<file path="config.mk">
export PLATFORM = sky130hd
export DESIGN_NAME = mdio_bus_master_top_flat
export DESIGN_NICKNAME = d
export VERILOG_FILES = /design/src/rtl/mdm_pkg.sv /design/src/rtl/mdm_if.sv /design/src/rtl/mdm_core.sv /design/src/rtl/mdio_bus_master_top.sv /design/src/flat_wrapper.sv
export SDC_FILE = /design/constraint.sdc
export NUM_CORES = 1
export LEC_CHECK = 0
export CAP_MARGIN = 20
export CORE_MARGIN = 5
export CORE_UTILIZATION = 40
export DETAILED_ROUTE_END_ITERATION = 7
export DONT_BUFFER_PORTS = 1
export SYNTH_ARGS = -nofsm -noshare
export SYNTH_HDL_FRONTEND = slang
export SYNTH_HIERARCHICAL = 1
export SYNTH_SLANG_ARGS = --single-unit
</file>
<file path="constraint.sdc">
create_clock -name clk_i -period 7.5 [get_ports clk_i]
set_clock_uncertainty 0.1 [all_clocks]
set_input_delay 1.125 -clock clk_i [delete_from_list [all_inputs] [get_ports clk_i]]
set_output_delay 1.125 -clock clk_i [all_outputs]
set_load 0.05 [all_outputs]
</file>
<file path="src/rtl/mdm_pkg.sv">
// Package with types, codes and frame helpers of the MDIO bus master.
package mdm_pkg;

  localparam int PREAMBLE_BITS = 32;
  localparam int CNT_W = 6;
  localparam logic [CNT_W-1:0] PRE_LAST = CNT_W'(PREAMBLE_BITS);
  localparam logic [CNT_W-1:0] HDR_LEN_WR = 6'd16;
  localparam logic [CNT_W-1:0] HDR_LEN_RD = 6'd15;
  localparam logic [CNT_W-1:0] DATA_BITS = 6'd16;
  localparam logic [CNT_W-1:0] FLUSH_BITS = 6'd32;
  localparam logic [15:0] TA_ERR_WORD = 16'hFFFF;

  localparam logic [2:0] FUNC_C22W = 3'd0;
  localparam logic [2:0] FUNC_C22R = 3'd1;
  localparam logic [2:0] FUNC_C45W = 3'd2;
  localparam logic [2:0] FUNC_C45R = 3'd3;
  localparam logic [2:0] FUNC_RMW = 3'd4;

  typedef enum logic [2:0] {
    PH_IDLE  = 3'd0,
    PH_PRE   = 3'd1,
    PH_HDR   = 3'd2,
    PH_DATA  = 3'd3,
    PH_RTA   = 3'd4,
    PH_RDATA = 3'd5,
    PH_FLUSH = 3'd6
  } phase_e;

  typedef enum logic [2:0] {
    FR_C22W = 3'd0,
    FR_C22R = 3'd1,
    FR_C45A = 3'd2,
    FR_C45W = 3'd3,
    FR_C45R = 3'd4
  } frame_e;

  typedef struct packed {
    logic        cmd_valid;
    logic [2:0]  func;
    logic [4:0]  port_addr;
    logic [4:0]  device;
    logic [15:0] reg_addr;
    logic [15:0] write_data;
    logic [15:0] mask;
    logic        mdio_in;
  } in_item_t;

  typedef struct packed {
    logic        mdio_out;
    logic        mdio_drive;
    logic        busy_res;
    logic        done_res;
    logic [15:0] read_data;
    logic        ta_error;
  } res_item_t;

  function automatic frame_e frame_kind(logic [2:0] func, logic [1:0] fidx);
    frame_e k;
    unique case (func)
      FUNC_C22W: k = FR_C22W;
      FUNC_C22R: k = FR_C22R;
      FUNC_C45W: k = (fidx == 2'd0) ? FR_C45A : FR_C45W;
      FUNC_C45R: k = (fidx == 2'd0) ? FR_C45A : FR_C45R;
      default: begin
        unique case (fidx)
          2'd0: k = FR_C45A;
          2'd1: k = FR_C45R;
          2'd2: k = FR_C45A;
          default: k = FR_C45W;
        endcase
      end
    endcase
    return k;
  endfunction

  function automatic logic [1:0] last_frame(logic [2:0] func);
    logic [1:0] l;
    if (func <= FUNC_C22R) begin
      l = 2'd0;
    end else if (func <= FUNC_C45R) begin
      l = 2'd1;
    end else begin
      l = 2'd3;
    end
    return l;
  endfunction

  function automatic logic [15:0] header_word(frame_e kind, logic [4:0] phy,
                                              logic [4:0] dev, logic [15:0] regad);
    logic [1:0] st;
    logic [1:0] op;
    logic [4:0] low5;
    st = 2'd0;
    unique case (kind)
      FR_C22W: begin st = 2'd1; op = 2'd1; end
      FR_C22R: begin st = 2'd1; op = 2'd2; end
      FR_C45A: op = 2'd0;
      FR_C45W: op = 2'd1;
      default: op = 2'd3;
    endcase
    low5 = (kind == FR_C22W || kind == FR_C22R) ? regad[4:0] : dev;
    return {st, op, phy, low5, 2'b10};
  endfunction

  function automatic logic [15:0] written_word(frame_e kind, logic [2:0] func,
                                               logic [15:0] regad, logic [15:0] shift,
                                               logic [15:0] mask, logic [15:0] wdata);
    logic [15:0] w;
    if (kind == FR_C45A) begin
      w = regad;
    end else if (func == FUNC_RMW) begin
      w = (shift & mask) | wdata;
    end else begin
      w = wdata;
    end
    return w;
  endfunction

endpackage

</file>
<file path="src/rtl/mdm_if.sv">
// Valid/ready channel interfaces for input items and result items.
interface mdm_in_if;
  logic        valid;
  logic        ready;
  logic        cmd_valid;
  logic [2:0]  func;
  logic [4:0]  port_addr;
  logic [4:0]  device;
  logic [15:0] reg_addr;
  logic [15:0] write_data;
  logic [15:0] mask;
  logic        mdio_in;

  modport source (
    output valid, cmd_valid, func, port_addr, device, reg_addr, write_data, mask, mdio_in,
    input  ready
  );
  modport sink (
    input  valid, cmd_valid, func, port_addr, device, reg_addr, write_data, mask, mdio_in,
    output ready
  );
endinterface

interface mdm_out_if;
  logic        valid;
  logic        ready;
  logic        mdio_out;
  logic        mdio_drive;
  logic        busy_res;
  logic        done_res;
  logic [15:0] read_data;
  logic        ta_error;

  modport source (
    output valid, mdio_out, mdio_drive, busy_res, done_res, read_data, ta_error,
    input  ready
  );
  modport sink (
    input  valid, mdio_out, mdio_drive, busy_res, done_res, read_data, ta_error,
    output ready
  );
endinterface

</file>
<file path="src/rtl/mdm_core.sv">
// Frame sequencer state and single-period bit logic of the MDIO bus master.
module mdm_core
  import mdm_pkg::*;
(
  input  logic      clk_i,
  input  logic      rst_ni,
  input  logic      step_i,
  input  in_item_t  item_i,
  output res_item_t res_o
);

  phase_e           phase_q, phase_d;
  logic [1:0]       fidx_q, fidx_d;
  logic [CNT_W-1:0] cnt_q, cnt_d;
  logic [15:0]      shift_q, shift_d;
  logic             err_q, err_d;
  logic [2:0]       func_q, func_d;
  logic [4:0]       phy_q, phy_d;
  logic [4:0]       dev_q, dev_d;
  logic [15:0]      reg_q, reg_d;
  logic [15:0]      mask_q, mask_d;
  logic [15:0]      wdata_q, wdata_d;

  logic             start;
  phase_e           ph;
  logic [CNT_W-1:0] cnt;
  logic [CNT_W-1:0] cnt_inc;
  logic [CNT_W-1:0] hdr_len;
  logic [15:0]      hdr;
  logic [15:0]      wword;
  frame_e           kind;
  logic             frame_end;

  always_comb begin
    start = (phase_q == PH_IDLE) && item_i.cmd_valid && (item_i.func <= FUNC_RMW);

    ph      = start ? PH_PRE : phase_q;
    cnt     = start ? '0 : cnt_q;
    fidx_d  = start ? 2'd0 : fidx_q;
    shift_d = start ? 16'd0 : shift_q;
    err_d   = start ? 1'b0 : err_q;
    func_d  = start ? item_i.func : func_q;
    phy_d   = start ? item_i.port_addr : phy_q;
    dev_d   = start ? item_i.device : dev_q;
    reg_d   = start ? item_i.reg_addr : reg_q;
    mask_d  = start ? item_i.mask : mask_q;
    wdata_d = start ? item_i.write_data : wdata_q;

    phase_d   = ph;
    cnt_d     = cnt;
    cnt_inc   = cnt + 1'b1;
    kind      = frame_kind(func_d, fidx_d);
    hdr_len   = (kind == FR_C22R || kind == FR_C45R) ? HDR_LEN_RD : HDR_LEN_WR;
    hdr       = header_word(kind, phy_d, dev_d, reg_d);
    wword     = written_word(kind, func_d, reg_d, shift_q, mask_d, wdata_d);
    frame_end = 1'b0;
    res_o     = '0;
    res_o.busy_res = 1'b1;

    unique case (ph)
      PH_IDLE: begin
        res_o.busy_res = 1'b0;
      end
      PH_PRE: begin
        res_o.mdio_drive = 1'b1;
        res_o.mdio_out   = 1'b1;
        cnt_d = cnt_inc;
        if (cnt_inc >= PRE_LAST) begin
          cnt_d   = '0;
          phase_d = PH_HDR;
        end
      end
      PH_HDR: begin
        res_o.mdio_drive = 1'b1;
        res_o.mdio_out   = hdr[~cnt[3:0]];
        cnt_d = cnt_inc;
        if (cnt_inc >= hdr_len) begin
          cnt_d   = '0;
          phase_d = (hdr_len == HDR_LEN_RD) ? PH_RTA : PH_DATA;
        end
      end
      PH_DATA: begin
        res_o.mdio_drive = 1'b1;
        res_o.mdio_out   = wword[~cnt[3:0]];
        cnt_d     = cnt_inc;
        frame_end = (cnt_inc >= DATA_BITS);
      end
      PH_RTA: begin
        cnt_d = '0;
        if (item_i.mdio_in) begin
          err_d   = 1'b1;
          shift_d = TA_ERR_WORD;
          phase_d = PH_FLUSH;
        end else begin
          shift_d = 16'd0;
          phase_d = PH_RDATA;
        end
      end
      PH_RDATA: begin
        shift_d   = {shift_d[14:0], item_i.mdio_in};
        cnt_d     = cnt_inc;
        frame_end = (cnt_inc >= DATA_BITS);
      end
      PH_FLUSH: begin
        cnt_d     = cnt_inc;
        frame_end = (cnt_inc >= FLUSH_BITS);
      end
      default: begin
        res_o.busy_res = 1'b0;
        phase_d = PH_IDLE;
        cnt_d   = '0;
        fidx_d  = 2'd0;
        shift_d = 16'd0;
        err_d   = 1'b0;
      end
    endcase

    if (frame_end) begin
      if (fidx_d >= last_frame(func_d)) begin
        res_o.done_res = 1'b1;
        unique case (func_d)
          FUNC_C22R: begin
            res_o.read_data = shift_d;
            res_o.ta_error  = err_d;
          end
          FUNC_C45R: begin
            res_o.read_data = shift_d & mask_d;
            res_o.ta_error  = err_d;
          end
          FUNC_RMW: begin
            res_o.read_data = written_word(FR_C45W, func_d, reg_d, shift_d, mask_d,
                                           wdata_d);
            res_o.ta_error  = err_d;
          end
          default: begin
            res_o.read_data = 16'd0;
            res_o.ta_error  = 1'b0;
          end
        endcase
        phase_d = PH_IDLE;
        fidx_d  = 2'd0;
        cnt_d   = '0;
        shift_d = 16'd0;
        err_d   = 1'b0;
      end else begin
        fidx_d  = fidx_d + 2'd1;
        cnt_d   = '0;
        phase_d = PH_PRE;
      end
    end
  end

  always_ff @(posedge clk_i or negedge rst_ni) begin
    if (!rst_ni) begin
      phase_q <= PH_IDLE;
      fidx_q  <= 2'd0;
      cnt_q   <= '0;
      shift_q <= 16'd0;
      err_q   <= 1'b0;
      func_q  <= 3'd0;
    end else if (step_i) begin
      phase_q <= phase_d;
      fidx_q  <= fidx_d;
      cnt_q   <= cnt_d;
      shift_q <= shift_d;
      err_q   <= err_d;
      func_q  <= func_d;
    end
  end

  always_ff @(posedge clk_i) begin
    if (step_i) begin
      phy_q   <= phy_d;
      dev_q   <= dev_d;
      reg_q   <= reg_d;
      mask_q  <= mask_d;
      wdata_q <= wdata_d;
    end
  end

endmodule

</file>
<file path="src/rtl/mdio_bus_master_top.sv">
// Top level of the MDIO bus master: channel handshakes and result register.
//
//   channel  direction  carries
//   in_i     sink       one MDC bit period: sampled data line and optional command
//   out_o    source     line drive, busy, done, read data and turnaround error
//
// One item is accepted per cycle unless the output stalls; its result appears in
// the output register the cycle after acceptance. The sequencer state and the
// result register each hold one item, giving one item per clock when not stalled.
// Reset returns the sequencer to idle and empties the result register.
// A stalled result holds its value; a new item is taken whenever the result
// register is empty or is being drained in the same cycle.
module mdio_bus_master_top
  import mdm_pkg::*;
(
  input  logic clk_i,
  input  logic rst_ni,
  mdm_in_if.sink    in_i,
  mdm_out_if.source out_o
);

  in_item_t  item;
  res_item_t res;
  res_item_t res_q;
  logic      out_valid_q;
  logic      accept;

  assign in_i.ready = !out_valid_q || out_o.ready;
  assign accept     = in_i.valid && in_i.ready;

  assign item.cmd_valid  = in_i.cmd_valid;
  assign item.func       = in_i.func;
  assign item.port_addr  = in_i.port_addr;
  assign item.device     = in_i.device;
  assign item.reg_addr   = in_i.reg_addr;
  assign item.write_data = in_i.write_data;
  assign item.mask       = in_i.mask;
  assign item.mdio_in    = in_i.mdio_in;

  mdm_core u_core (
    .clk_i  (clk_i),
    .rst_ni (rst_ni),
    .step_i (accept),
    .item_i (item),
    .res_o  (res)
  );

  always_ff @(posedge clk_i or negedge rst_ni) begin
    if (!rst_ni) begin
      out_valid_q <= 1'b0;
    end else if (accept) begin
      out_valid_q <= 1'b1;
    end else if (out_o.ready) begin
      out_valid_q <= 1'b0;
    end
  end

  always_ff @(posedge clk_i) begin
    if (accept) begin
      res_q <= res;
    end
  end

  assign out_o.valid      = out_valid_q;
  assign out_o.mdio_out   = res_q.mdio_out;
  assign out_o.mdio_drive = res_q.mdio_drive;
  assign out_o.busy_res   = res_q.busy_res;
  assign out_o.done_res   = res_q.done_res;
  assign out_o.read_data  = res_q.read_data;
  assign out_o.ta_error   = res_q.ta_error;

endmodule
</file>
<file path="src/flat_wrapper.sv">
// flat-port wrapper written by rule: the top's interface ports become plain ports
module mdio_bus_master_top_flat import mdm_pkg::*;
  (clk_i, rst_ni, in_i_valid, in_i_cmd_valid, in_i_func, in_i_port_addr, in_i_device, in_i_reg_addr, in_i_write_data, in_i_mask, in_i_mdio_in, in_i_ready, out_o_valid, out_o_mdio_out, out_o_mdio_drive, out_o_busy_res, out_o_done_res, out_o_read_data, out_o_ta_error, out_o_ready);
  mdm_in_if in_i_i ();
  mdm_out_if out_o_i ();
  input  logic clk_i;
  input  logic rst_ni;
  input wire logic [$bits(in_i_i.valid)-1:0] in_i_valid;
  input wire logic [$bits(in_i_i.cmd_valid)-1:0] in_i_cmd_valid;
  input wire logic [$bits(in_i_i.func)-1:0] in_i_func;
  input wire logic [$bits(in_i_i.port_addr)-1:0] in_i_port_addr;
  input wire logic [$bits(in_i_i.device)-1:0] in_i_device;
  input wire logic [$bits(in_i_i.reg_addr)-1:0] in_i_reg_addr;
  input wire logic [$bits(in_i_i.write_data)-1:0] in_i_write_data;
  input wire logic [$bits(in_i_i.mask)-1:0] in_i_mask;
  input wire logic [$bits(in_i_i.mdio_in)-1:0] in_i_mdio_in;
  output wire logic [$bits(in_i_i.ready)-1:0] in_i_ready;
  output wire logic [$bits(out_o_i.valid)-1:0] out_o_valid;
  output wire logic [$bits(out_o_i.mdio_out)-1:0] out_o_mdio_out;
  output wire logic [$bits(out_o_i.mdio_drive)-1:0] out_o_mdio_drive;
  output wire logic [$bits(out_o_i.busy_res)-1:0] out_o_busy_res;
  output wire logic [$bits(out_o_i.done_res)-1:0] out_o_done_res;
  output wire logic [$bits(out_o_i.read_data)-1:0] out_o_read_data;
  output wire logic [$bits(out_o_i.ta_error)-1:0] out_o_ta_error;
  input wire logic [$bits(out_o_i.ready)-1:0] out_o_ready;
  assign in_i_i.valid = in_i_valid;
  assign in_i_i.cmd_valid = in_i_cmd_valid;
  assign in_i_i.func = in_i_func;
  assign in_i_i.port_addr = in_i_port_addr;
  assign in_i_i.device = in_i_device;
  assign in_i_i.reg_addr = in_i_reg_addr;
  assign in_i_i.write_data = in_i_write_data;
  assign in_i_i.mask = in_i_mask;
  assign in_i_i.mdio_in = in_i_mdio_in;
  assign in_i_ready = in_i_i.ready;
  assign out_o_valid = out_o_i.valid;
  assign out_o_mdio_out = out_o_i.mdio_out;
  assign out_o_mdio_drive = out_o_i.mdio_drive;
  assign out_o_busy_res = out_o_i.busy_res;
  assign out_o_done_res = out_o_i.done_res;
  assign out_o_read_data = out_o_i.read_data;
  assign out_o_ta_error = out_o_i.ta_error;
  assign out_o_i.ready = out_o_ready;
  mdio_bus_master_top u_core (.clk_i(clk_i), .rst_ni(rst_ni), .in_i(in_i_i), .out_o(out_o_i));
endmodule
</file>
Word-level counts from Yosys, hierarchy flattened
Index checks and enable logic that the tools add are counted.
{"block": "word_totals", "ff_bits": 111}
{"block": "op_classes", "addsub": 2, "bitwise": 5, "n_reduce_logical": 24, "eq_ne": 17, "order_cmp": 8, "muxes": 57}
{"operator": "$mux 16", "count": 9}
{"operator": "$pmux 17 s3", "count": 1}
{"operator": "$pmux 16 s3", "count": 1}
{"operator": "$and 16x16->16", "count": 2}
{"operator": "$or 16x16->16", "count": 2}
{"operator": "$mux 6", "count": 4}
{"operator": "$pmux 3 s4", "count": 2}
{"operator": "$pmux 6 s4", "count": 1}
{"operator": "$mux 3", "count": 7}
{"operator": "$mux 5", "count": 4}
{"operator": "$eq 3x2->1 const B", "count": 6}
{"operator": "$mux 18", "count": 1}
{"operator": "$mux 2", "count": 8}
{"operator": "$eq 3x3->1 const B", "count": 5}
{"operator": "$logic_not 3->1", "count": 4}
{"operator": "$mux 1", "count": 12}
{"operator": "$pmux 2 s3", "count": 2}
{"operator": "$reduce_or 6->1", "count": 2}
{"operator": "$eq 3x1->1 const B", "count": 3}
{"operator": "$bmux 1 s4", "count": 2}
{"operator": "$reduce_or 2->1", "count": 4}
{"operator": "$reduce_or 7->1", "count": 1}
{"operator": "$add 6x1->6 const B", "count": 1}
{"operator": "$ge 6x5->1", "count": 1}
{"operator": "23 further kinds", "count": 28}

Longest topological paths before layout
Gate-level depths: netlist (run 1).
{"block": "depth", "word_depth": 16, "depth_mapped": 18, "ltp_nobuf": 14}

Hierarchy
The synthesis (run 1) kept the hierarchy.
{"mod": "mdm_core", "seq_area_each_um2": 2517.4, "instances": 1, "area_each_um2": 5664.2, "cells_per_inst": 625}
{"mod": "mdio_bus_master_top", "seq_area_each_um2": 655.6, "instances": 1, "area_each_um2": 684.4, "cells_per_inst": 25}

Worst setup path before layout (run 1)
No wires, ideal clock.
{"block": "synth_path", "path_type": "input port to flip-flop", "from": "input in_i_cmd_valid", "to": "register u_core.u_core.cnt_q[3]", "path_buffers": 0, "slack_ps": 3164, "setup_time_ps": 97, "arrival_time_ps": 4139, "path_stages": 13, "cell_sequence": "nor4b_4 a211oi_1 a32oi_1 nand2_1 ha_1 nand2b_1 a21o_1 a21o_1 a21o_1 a211oi_2 o22a_1 o221ai_1 o31ai_1"}
{"block": "synth_between", "elab_chain_cells": 14, "elab_cells_between_ends": 39, "cone_classes": "1 x add/sub; 3 x order compare; 12 x eq/ne; 14 x mux; 9 x reduce/logical"}
{"item": "from (decl)", "line": "flat_wrapper.sv:9", "source": "input wire logic [$bits(in_i_i.cmd_valid)-1:0] in_i_cmd_valid;"}
{"item": "$logic_and 1x1->1 (*) (2 in series)", "line": "mdm_core.sv:35", "source": "start = (phase_q == PH_IDLE) && item_i.cmd_valid && (item_i.func <= FUNC_RMW);"}
{"item": "$mux 2", "line": "mdm_core.sv:39", "source": "fidx_d = start ? 2'd0 : fidx_q;"}
{"item": "$eq 2x2->1 / $logic_not 2->1 (equally long branches)", "line": "mdm_pkg.sv:65, mdm_pkg.sv:62, mdm_pkg.sv:63"}
{"item": "$reduce_or 2->1 (no source line)"}
{"item": "$pmux 3 s2", "line": "mdm_pkg.sv:65", "source": "unique case (fidx)"}
{"item": "$pmux 3 s4", "line": "mdm_pkg.sv:59", "source": "unique case (func)"}
{"item": "$eq 3x1->1 / $eq 3x3->1 (equally long branches)", "line": "mdm_core.sv:53", "source": "hdr_len = (kind == FR_C22R || kind == FR_C45R) ? HDR_LEN_RD : HDR_LEN_WR;"}
{"item": "$logic_or 1x1->1", "line": "mdm_core.sv:53"}
{"item": "$mux 5", "line": "mdm_core.sv:53"}
{"item": "$ge 6x5->1", "line": "mdm_core.sv:77", "source": "if (cnt_inc >= hdr_len) begin"}
{"item": "$mux 6", "line": "mdm_core.sv:77"}
{"item": "$pmux 6 s4", "line": "mdm_core.sv:60", "source": "unique case (ph)"}
{"item": "$mux 6 (*)", "line": "mdm_core.sv:118", "source": "if (frame_end) begin"}
{"item": "to (signal assigned)", "line": "mdm_core.sv:164", "source": "cnt_q <= cnt_d;"}
{"item": "to (decl)", "line": "mdm_core.sv:14", "source": "logic [CNT_W-1:0] cnt_q, cnt_d;"}
Mark *: on every way between the ends. The rest lies on a longest branch, timed or not.
A chain may end at the register's enable or synchronous reset.

Final worst setup path (run 1)
{"block": "layout_path", "from": "register u_core.u_core.phase_q[2]", "to": "register u_core.res_q, in the netlist u_core/out_o.read_data[13], data pin"}
{"block": "layout_between", "elab_chain_cells": 10, "elab_cells_between_ends": 39, "cone_classes": "1 x add/sub; 5 x order compare; 9 x eq/ne; 14 x mux; 2 x bitwise; 8 x reduce/logical"}
{"item": "from (decl)", "line": "mdm_core.sv:12", "source": "phase_e phase_q, phase_d;"}
{"item": "from (signal assigned)", "line": "mdm_core.sv:162", "source": "phase_q <= phase_d;"}
{"item": "parallel branches: the longest is 10 deep, another holds $add 6x1->6"}
{"item": "to (signal assigned)", "line": "mdio_bus_master_top.sv:60", "source": "res_q <= res;"}
{"item": "to (decl)", "line": "mdio_bus_master_top.sv:24", "source": "res_item_t res_q;"}
Several ways; the timed one is not identified. The select of a mux whose other input is x is not followed.

==> reports/qor.yml, run 1 <==
drt:
  drc: 0
  drtIter0Drc: 510
  vias: 4900
  avgViaCountPerCell: 5.79
  ant_nets: 0
  drt-pass1-iter-count: 5
  finalWirelength_um: 16600
  routedWlPerCell_um: 19.7
critical_path:
  start_kind: "flip-flop"
  critPathRequiredTime_ps: 7490
  slowest_delay_ps: 900
  cp-end-kind: "flip-flop"
  r2r_slack_ps: 2490
  cp_top_family: "simple AND/OR/NAND/NOR gates"
  critPathBufInv: 3
  critPathArrivalTime_ps: 5000
  cp_slowest_cell: "dfrtp_1"
  critical_path_class: "reg -> reg"
  cp_max_fo: 75
  cp_cell_sequence: "nor4b_4 -> nand2_2 -> buf_4 -> nand2_1 -> inv_1 -> ha_1 -> nand3_1 -> xor2_1 -> nor2_1 -> o221ai_1 -> o21ai_2 -> nand2_1 -> inv_2 -> o21ai_2 -> nor2_1"
sta:
  min_period_ps: 5010
  relSlewSlack_pct: 43.5
  slew_viol_final: 0
  setup_tns_ps: 0
  setup_viol: 0
  rsz0062_at_grt: "no"
  fmax_mhz: 199
  finalHoldViolCount: 0
  fin_crit_sh_pct: 66.8
  finalWorstSetupSlack_ps: 2490
  tightest_slew_ps: 848
yosys:
  syn-num-nets: 725
  synth_seq_cells: 111
  syn_inst: 650
  syn_area_per_cell_um2: 9.77
  synth-seq-area-share_pct: 50.0
  async_flop_share_pct: 28.8
  synthFlopType: "edfxtp_1"
  synthesis.area_um2: 6350
  synth_warnings: 6
  ys_types: 70
  synth_edf_count: 79
clock_network:
  cts_tree: "done"
  clk_pin_slew_ps: 80
  postCtsResizedCells: 0
  clkSinkCount: 111
  cts-root-buf: "clkbuf_16"
  hold_buffers: 0
  cts_buffers: 9
  ctsHtreeMaxLevel: 3
  clockBufferDepth: 2
  insertion_delay_ps: 360
  post_cts_buffers: 0
pwr:
  total_leakage_power_nw: 2.63
  peakVddDrop_mv: 0.147
  pwr_density_cell_nw_per_um2: 304
  power.total_w: 0.00206
global_routing:
  grt_busiest_layer: "met2"
  grtUsageMet1_pct: 25.2
  grt.met2_usage_pct: 28.6
  grt_pass1_vias: 4737
  overflow: 0
  grt_max_degree: 76
  grtUsageTotal_pct: 18.3
  gr-usage-met3_pct: 4.74
  antenna_found_initial: 1
  grt_pass1_wl_um: 26200
status:
  outcome: "finished, final reports clean"
finish:
  final_nets: 700
  drive_above_1_share_pct: 10.6
  syn_to_final_growth_pct: 7.13
  layout_commonest_cell: "nand2_1"
  layout_common_cells: "163 x nand2_1, 79 x edfxtp_1, 56 x nor2_1, 33 x a21oi_1, 32 x dfrtp_1"
  antenna_cells: 0
die:
  top_level_ports: 90
  coreArea_um2: 15700
  die_width_um: 136
  die_y_um: 136
  dieArea_um2: 18500
  start_util_pct: 40.4
  row_count: 46
place:
  hpwlAfterDp_um: 11200
  pre_cts_ws_ps: 2320
  io_buffers: 0
  gp_congestion: 0.832
min_path:
  hp-class: "in -> async"
flow_run:
  drv_cap: 0
[per-layer routing]
layer / share of wire, % / up-vias
met5: 0.054 / -
met4: 1.3 / 2
met3: 7.5 / 17
met2: 45 / 191
met1: 46 / 2373
li1: - / 2317
[cells by family after synthesis]
family                   count (synthesis)  share of synthesized area, %
buffers and inverters                   56                          4.06
adder cells (fa/ha/maj)                  8                          1.58
AO/OA/AOI/OAI                          156                          18.2
AND/OR/NAND/NOR                        289                          20.4
XOR/XNOR                                 4                         0.552
flip-flops                             111                          50.0
multiplexers                            26                          5.28
[final timing paths]
check / startpoint / to / depth (start not counted)
worst max-delay path: u_core/u_core/phase_q[2] / u_core/out_o.read_data[13] / 15
worst min-delay path: rst_ni / u_core/u_core/cnt_q[4] / 0
worst max register to register: u_core/u_core/phase_q[2] / u_core/out_o.read_data[13] / 15
worst min register to register: u_core/u_core/cnt_q[5] / u_core/u_core/cnt_q[5] / 1
max in group asynchronous: rst_ni / u_core/u_core/shift_q[9] / 0
min in group clk_i: u_core/u_core/cnt_q[5] / u_core/u_core/cnt_q[5] / 1
[flip-flops by register name (all words and copies together) (netlist names), 2 cells and up]
signal / cells
u_core/out_o.read_data: 16
u_core/u_core/mask_q: 16
u_core/u_core/reg_q: 16
u_core/u_core/shift_q: 16
u_core/u_core/wdata_q: 16
u_core/u_core/cnt_q: 6
u_core/u_core/dev_q: 5
u_core/u_core/phy_q: 5
u_core/u_core/func_q: 3
u_core/u_core/phase_q: 3
u_core/u_core/fidx_q: 2
[synthesized netlist by cell type (all sizes together), types with 3 or more instances]
master | count | area [um2]
a211oi | 6 | 55.1
a21o | 5 | 37.5
a21oi | 35 | 190
a221oi | 16 | 146
a22o | 16 | 140
a311oi | 10 | 87.6
a31oi | 14 | 87.6
and2 | 4 | 27.5
buf | 18 | 115
clkbuf | 27 | 101
dfrtp | 32 | 801
edfxtp | 79 | 2370
ha | 8 | 100
inv | 11 | 41.3
mux2 | 17 | 195
mux2i | 5 | 50.1
mux4 | 4 | 90.1
nand2 | 164 | 618
nand2b | 20 | 133
nand3 | 11 | 55.1
nor2 | 58 | 241
nor2b | 14 | 87.6
nor3 | 7 | 35.0
o211ai | 3 | 22.5
o21ai | 21 | 113
o221ai | 4 | 35.0
o22ai | 3 | 18.8
o31ai | 5 | 37.5
xor2 | 4 | 35.0
[per-stage QoR]
stage / std cells / area (um2) / utilization [%] / hold WS [ps]
after CTS: 844 / 6760 / 43.0 / 332
after detailed placement: 828 / 6460 / 41.1 / 394
after floorplan: 650 / 6350 / - / 363
after global placement: 828 / 6460 / 41.1 / 376
final: 846 / 6800 / 43.3 / 347
after global routing: 846 / 6800 / 43.3 / 324
[report_power, final]
group          switching [W]  internal (W)
logic               0.000424      0.000283
clock network       0.000255      0.000240
registers           0.000110      0.000753
total               0.000789       0.00128
[final cells by class]
type                    instances  area (um2)
multi-input cells             483        2920
well taps                     216         270
inverters                      11        41.3
repair buffers                  9        91.3
fillers                      1558        8910
clock buffers                   9         225
clock inverters                 7        81.3
flip-flops and latches        111        3170
Note: power is estimated with default switching activity, not from simulation.
==> run 2, diff against run 1 <==
==> constraint.sdc (replaced) <==
create_clock -name clk_i -period 4.6 [get_ports clk_i]
set_clock_uncertainty 0.1 [all_clocks]
set_input_delay 0.69 -clock clk_i [delete_from_list [all_inputs] [get_ports clk_i]]
set_output_delay 0.69 -clock clk_i [all_outputs]
set_load 0.05 [all_outputs]
==> reports/qor.yml, run 2 (synthesis gave the netlist of run 1 again) <==
status:
  outcome: "finished, final reports clean"  # unchanged
global_routing:
  grtUsageTotal_pct: 18.3  # about the same
  antenna_found_initial: 1  # unchanged
  overflow: 0  # unchanged
  grt_pass1_vias: 4913  # was 4,737
  grt_pass1_wl_um: 26600  # was 26,200 um
  grt_max_degree: 49  # was 76
sta:
  min_period_ps: 4200  # was 5010 ps
  tightest_slew_ps: 761  # was 848 ps
  fin_crit_sh_pct: 91.4  # was 66.8%
  finalHoldViolCount: 0  # unchanged
  slew_viol_final: 0  # unchanged
  setup_tns_ps: 0  # unchanged
  finalWorstSetupSlack_ps: 395  # was 2490 ps
  rsz0062_at_grt: "no"  # unchanged
  relSlewSlack_pct: 49.2  # was 43.5%
  setup_viol: 0  # unchanged
  fmax_mhz: 238  # was 199 MHz
drt:
  ant_nets: 0  # unchanged
  vias: 4998  # was 4,900
  routedWlPerCell_um: 19.5  # was 19.7 um
  drc: 0  # unchanged
  drt-pass1-iter-count: 5  # unchanged
  avgViaCountPerCell: 5.84  # was 5.79
  finalWirelength_um: 16700  # was 16,600 um
  drtIter0Drc: 489  # was 510
finish:
  layout_commonest_cell: "nand2_1"  # unchanged
  fin_area_um2: 6850  # was 6800 um2
  drive_above_1_share_pct: 11.9  # was 10.6%
  layout_common_cells: "163 x nand2_1, 79 x edfxtp_1, 56 x nor2_1, 33 x a21oi_1, 32 x dfrtp_1"  # unchanged
  antenna_cells: 0  # unchanged
  syn_to_final_growth_pct: 7.84  # was 7.13%
  final_nets: 710  # was 700
clock_network:
  ctsHtreeMaxLevel: 3  # unchanged
  insertion_delay_ps: 360  # about the same
  post_cts_buffers: 0  # unchanged
  clk_pin_slew_ps: 80  # about the same
  clockBufferDepth: 2  # unchanged
  clkSinkCount: 111  # unchanged
  cts_tree: "done"  # unchanged
  cts_buffers: 9  # unchanged
  cts-root-buf: "clkbuf_16"  # unchanged
pwr:
  pwr_density_cell_nw_per_um2: 487  # was 304 nW/um2
  peakVddDrop_mv: 0.246  # was 0.147 mV
  power.total_w: 0.00334  # was 0.00206 W
  total_leakage_power_nw: 2.66  # was 2.63 nW
flow_run:
  drv_cap: 0  # unchanged
die:
  die_width_um: 136  # unchanged
  start_util_pct: 40.4  # unchanged
  dieArea_um2: 18500  # unchanged
  coreArea_um2: 15700  # unchanged
  die_y_um: 136  # unchanged
  row_count: 46  # unchanged
  top_level_ports: 90  # unchanged
critical_path:
  cp_max_fo: 18  # was 75
  start_kind: "flip-flop"  # unchanged
  critPathRequiredTime_ps: 4750  # was 7490 ps
  critPathArrivalTime_ps: 4360  # was 5000 ps
  critical_path_class: "reg -> reg"  # unchanged
  cp-end-kind: "flip-flop"  # unchanged
place:
  hpwlAfterDp_um: 11400  # was 11,200 um
  pre_cts_ws_ps: 306  # was 2320 ps
  placed_cell_area_um2: 6530  # was 6460 um2
  gp_congestion: 0.901  # was 0.832
  io_buffers: 0  # unchanged
min_path:
  hp-class: "in -> async"  # unchanged
-- run 2: changes by cell type in the layout (fill, tap and decap cells not counted), moves of 2 or more --
cell	change
inv_6	-2
clkinv_4	+3
clkinv_8	-2
buf_4	+10
-- run 2: through the flow --
stage | utilization [%] | hold WS [ps] | std cells
after floorplan | - | 294 | 650
after global placement | 41.6 | 295 | 838
after detailed placement | 41.6 | 295 | 838
after CTS | 43.5 | 58.5 | 855
after global routing | 43.6 | 60.4 | 856
final | 43.6 | 62.3 | 856
-- run 2: final timing paths --
path	cells past startpoint	startpoint	to	slack, ps
worst max register to register	14	u_core/u_core/phase_q[0]	u_core/u_core/cnt_q[3]	400
max in group asynchronous	1	rst_ni	u_core/u_core/shift_q[9]	4160
min in group clk_i	1	in_i_valid	u_core/out_o.valid	340
worst min-delay path	1	rst_ni	u_core/u_core/shift_q[0]	60
worst min register to register	1	u_core/u_core/cnt_q[5]	u_core/u_core/cnt_q[5]	410
worst max-delay path	14	u_core/u_core/phase_q[0]	u_core/u_core/cnt_q[3]	400
-- run 2: timing repair --
item                      CTS  global route
hold buffers                1             0
hold endpoints to repair   32             0
gates resized for setup     0             0
-- run 2: area by class of cell --
type / count / area (um2)
multi-input cells: 483 / 2920
inverters: 11 / 41.3
well taps: 216 / 270
flip-flops and latches: 111 / 3170
clock buffers: 9 / 225
fillers: 1517 / 8870
clock inverters: 7 / 55.1
repair buffers: 19 / 163
-- run 2: worst max-delay path, stage by stage, from the launching register on --
cell      delay (ps)
dfrtp_1          380
buf_4            200
nor4b_4          600
a211oi_1         260
a32oi_1          280
nand2_1          210
ha_1             310
nand2b_1         150
a21o_1           180
a21o_1           170
a21o_1           180
a211oi_2         360
o22a_1           180
o221ai_1         220
o31ai_1          310
-- run 2: report_power, final --
group | internal (W) | total [W] | switching (W)
clock network | 0.000374 | 0.000756 | 0.000382
logic | 0.000480 | 0.00119 | 0.000709
registers | 0.00123 | 0.00139 | 0.000162
-- run 2: metal layers --
layer	vias up	GRT usage, %	routed length (um)
met5	-	0	7
li1	2331	-	-
met1	2444	25.1	7650
met2	200	28.5	7390
met3	21	4.59	1370
met4	2	6.16	282
==> run 3, diff against run 2 <==
--- a/config.mk
+++ b/config.mk
@@ -8,6 +8,7 @@
 export CAP_MARGIN = 20
 export CORE_MARGIN = 5
 export CORE_UTILIZATION = 40
+export CTS_BUF_LIST = sky130_fd_sc_hd__clkbuf_2 sky130_fd_sc_hd__clkbuf_4 sky130_fd_sc_hd__clkbuf_8
 export DETAILED_ROUTE_END_ITERATION = 7
 export DONT_BUFFER_PORTS = 1
 export SYNTH_ARGS = -nofsm -noshare
==> reports/qor.yml, run 3 (synthesis gave the netlist of run 1 again) <==
status:
  outcome: "finished, final reports clean"  # unchanged
finish:
  drive_above_1_share_pct: 11.9  # unchanged
  layout_common_cells: "163 x nand2_1, 79 x edfxtp_1, 56 x nor2_1, 33 x a21oi_1, 32 x dfrtp_1"  # unchanged
  fill_cells: 1533  # was 1,517
  antenna_cells: 0  # unchanged
  final_nets: 710  # unchanged
  syn_to_final_growth_pct: 6.25  # was 7.84%
  finalNonFillerCells: 856  # unchanged
  layout_commonest_cell: "nand2_1"  # unchanged
flow_run:
  drv_cap: 0  # unchanged
global_routing:
  grt_max_degree: 49  # unchanged
  antenna_found_initial: 1  # unchanged
  overflow: 0  # unchanged
  grt_pass1_wl_um: 26600  # about the same
  grtUsageTotal_pct: 18.3  # about the same
  grt_pass1_vias: 4912  # was 4,913
sta:
  fin_crit_sh_pct: 91.3  # was 91.4%
  fmax_mhz: 238  # about the same
  slew_viol_final: 0  # unchanged
  finalHoldViolCount: 0  # unchanged
  min_period_ps: 4200  # about the same
  setup_viol: 0  # unchanged
  rsz0062_at_grt: "no"  # unchanged
  setup_tns_ps: 0  # unchanged
  tightest_slew_ps: 767  # was 761 ps
  relSlewSlack_pct: 48.8  # was 49.2%
critical_path:
  critical_path_class: "reg -> reg"  # unchanged
  cp-end-kind: "flip-flop"  # unchanged
  start_kind: "flip-flop"  # unchanged
  critPathRequiredTime_ps: 4790  # was 4750 ps
  cp_max_fo: 18  # unchanged
  critPathArrivalTime_ps: 4390  # was 4360 ps
place:
  hpwlAfterDp_um: 11400  # unchanged
  place_inst: 838  # unchanged
  io_buffers: 0  # unchanged
  gp_congestion: 0.901  # unchanged
drt:
  drt-pass1-iter-count: 5  # unchanged
  drtIter0Drc: 552  # was 489
  routedWlPerCell_um: 19.5  # about the same
  ant_nets: 0  # unchanged
  drc: 0  # unchanged
  finalWirelength_um: 16700  # about the same
  avgViaCountPerCell: 5.81  # was 5.84
  vias: 4973  # was 4,998
clock_network:
  clockBufferDepth: 2  # unchanged
  clk_pin_slew_ps: 110  # was 80 ps
  clkSinkCount: 111  # unchanged
  cts_buffers: 9  # unchanged
  cts_tree: "done"  # unchanged
  cts-root-buf: "clkbuf_8"  # was clkbuf_16
  insertion_delay_ps: 390  # was 360 ps
  ctsHtreeMaxLevel: 3  # unchanged
  post_cts_buffers: 0  # unchanged
min_path:
  hp-class: "in -> async"  # unchanged
die:
  die_width_um: 136  # unchanged
  coreArea_um2: 15700  # unchanged
  start_util_pct: 40.4  # unchanged
  dieArea_um2: 18500  # unchanged
  die_y_um: 136  # unchanged
  top_level_ports: 90  # unchanged
  row_count: 46  # unchanged
pwr:
  total_leakage_power_nw: 2.62  # was 2.66 nW
  peakVddDrop_mv: 0.199  # was 0.246 mV
  pwr_density_cell_nw_per_um2: 466  # was 487 nW/um2
## run 3: per-layer routing
layer  GRT usage [%]  wire length [um]  vias to the layer above
met5               0                13                        -
met4            6.49               360                        2
met3            4.48              1470                       32
met2            28.4              7340                      207
met1            25.1              7510                     2405
li1                -                 -                     2327
## run 3: worst max-delay path: stages, from the launching register on
cell,delay (ps)
dfrtp_1,390
buf_4,200
nor4b_4,590
a211oi_1,260
a32oi_1,280
nand2_1,200
ha_1,310
nand2b_1,150
a21o_1,180
a21o_1,170
a21o_1,180
a211oi_2,350
o22a_1,180
o221ai_1,220
o31ai_1,310
## run 3: layout make-up
class / count / area [um2] / area share (%)
repair buffers: 19 / 163 / 2.41
flip-flops and latches: 111 / 3170 / 47.0
multi-input cells: 483 / 2920 / 43.3
inverters: 11 / 41.3 / 0.612
clock inverters: 7 / 55.1 / 0.816
well taps: 216 / 270 / 4.01
clock buffers: 9 / 124 / 1.84
## run 3: per-stage QoR
step,area (um2),total power [W],hold slack [ps],setup slack (ps),utilization (%)
final,6750,0.00314,15.4,400,42.9
after global routing,6750,0.00333,2.71,219,42.9
after CTS,6730,0.00316,3.49,457,42.8
after detailed placement,6530,0.00258,295,306,41.6
after global placement,6530,0.00255,295,461,41.6
after floorplan,6350,0.00228,294,699,-
## run 3: path summary, 6_finish.rpt
path / from / end / slack [ps] / depth (start not counted)
setup / recovery: u_core/u_core/phase_q[0] / u_core/u_core/cnt_q[3] / 400 / 14
hold / removal: rst_ni / u_core/u_core/func_q[0] / 20 / 1
hold reg to reg: u_core/u_core/cnt_q[5] / u_core/u_core/cnt_q[5] / 420 / 1
max in group asynchronous: rst_ni / u_core/u_core/shift_q[10] / 4200 / 1
min in group clk_i: in_i_valid / u_core/out_o.valid / 310 / 1
setup reg to reg: u_core/u_core/phase_q[0] / u_core/u_core/cnt_q[3] / 400 / 14
## run 3: power by group
part           total, W  switching, W  internal [W]
Combinational   0.00119      0.000709      0.000480
Sequential      0.00139      0.000161       0.00123
Clock          0.000565      0.000362      0.000203
## run 3: repair_timing
item,in CTS,in global routing
hold buffers,1,0
endpoints found under the hold margin,32,0
endpoints found under the setup margin,0,0
resized for setup,0,0
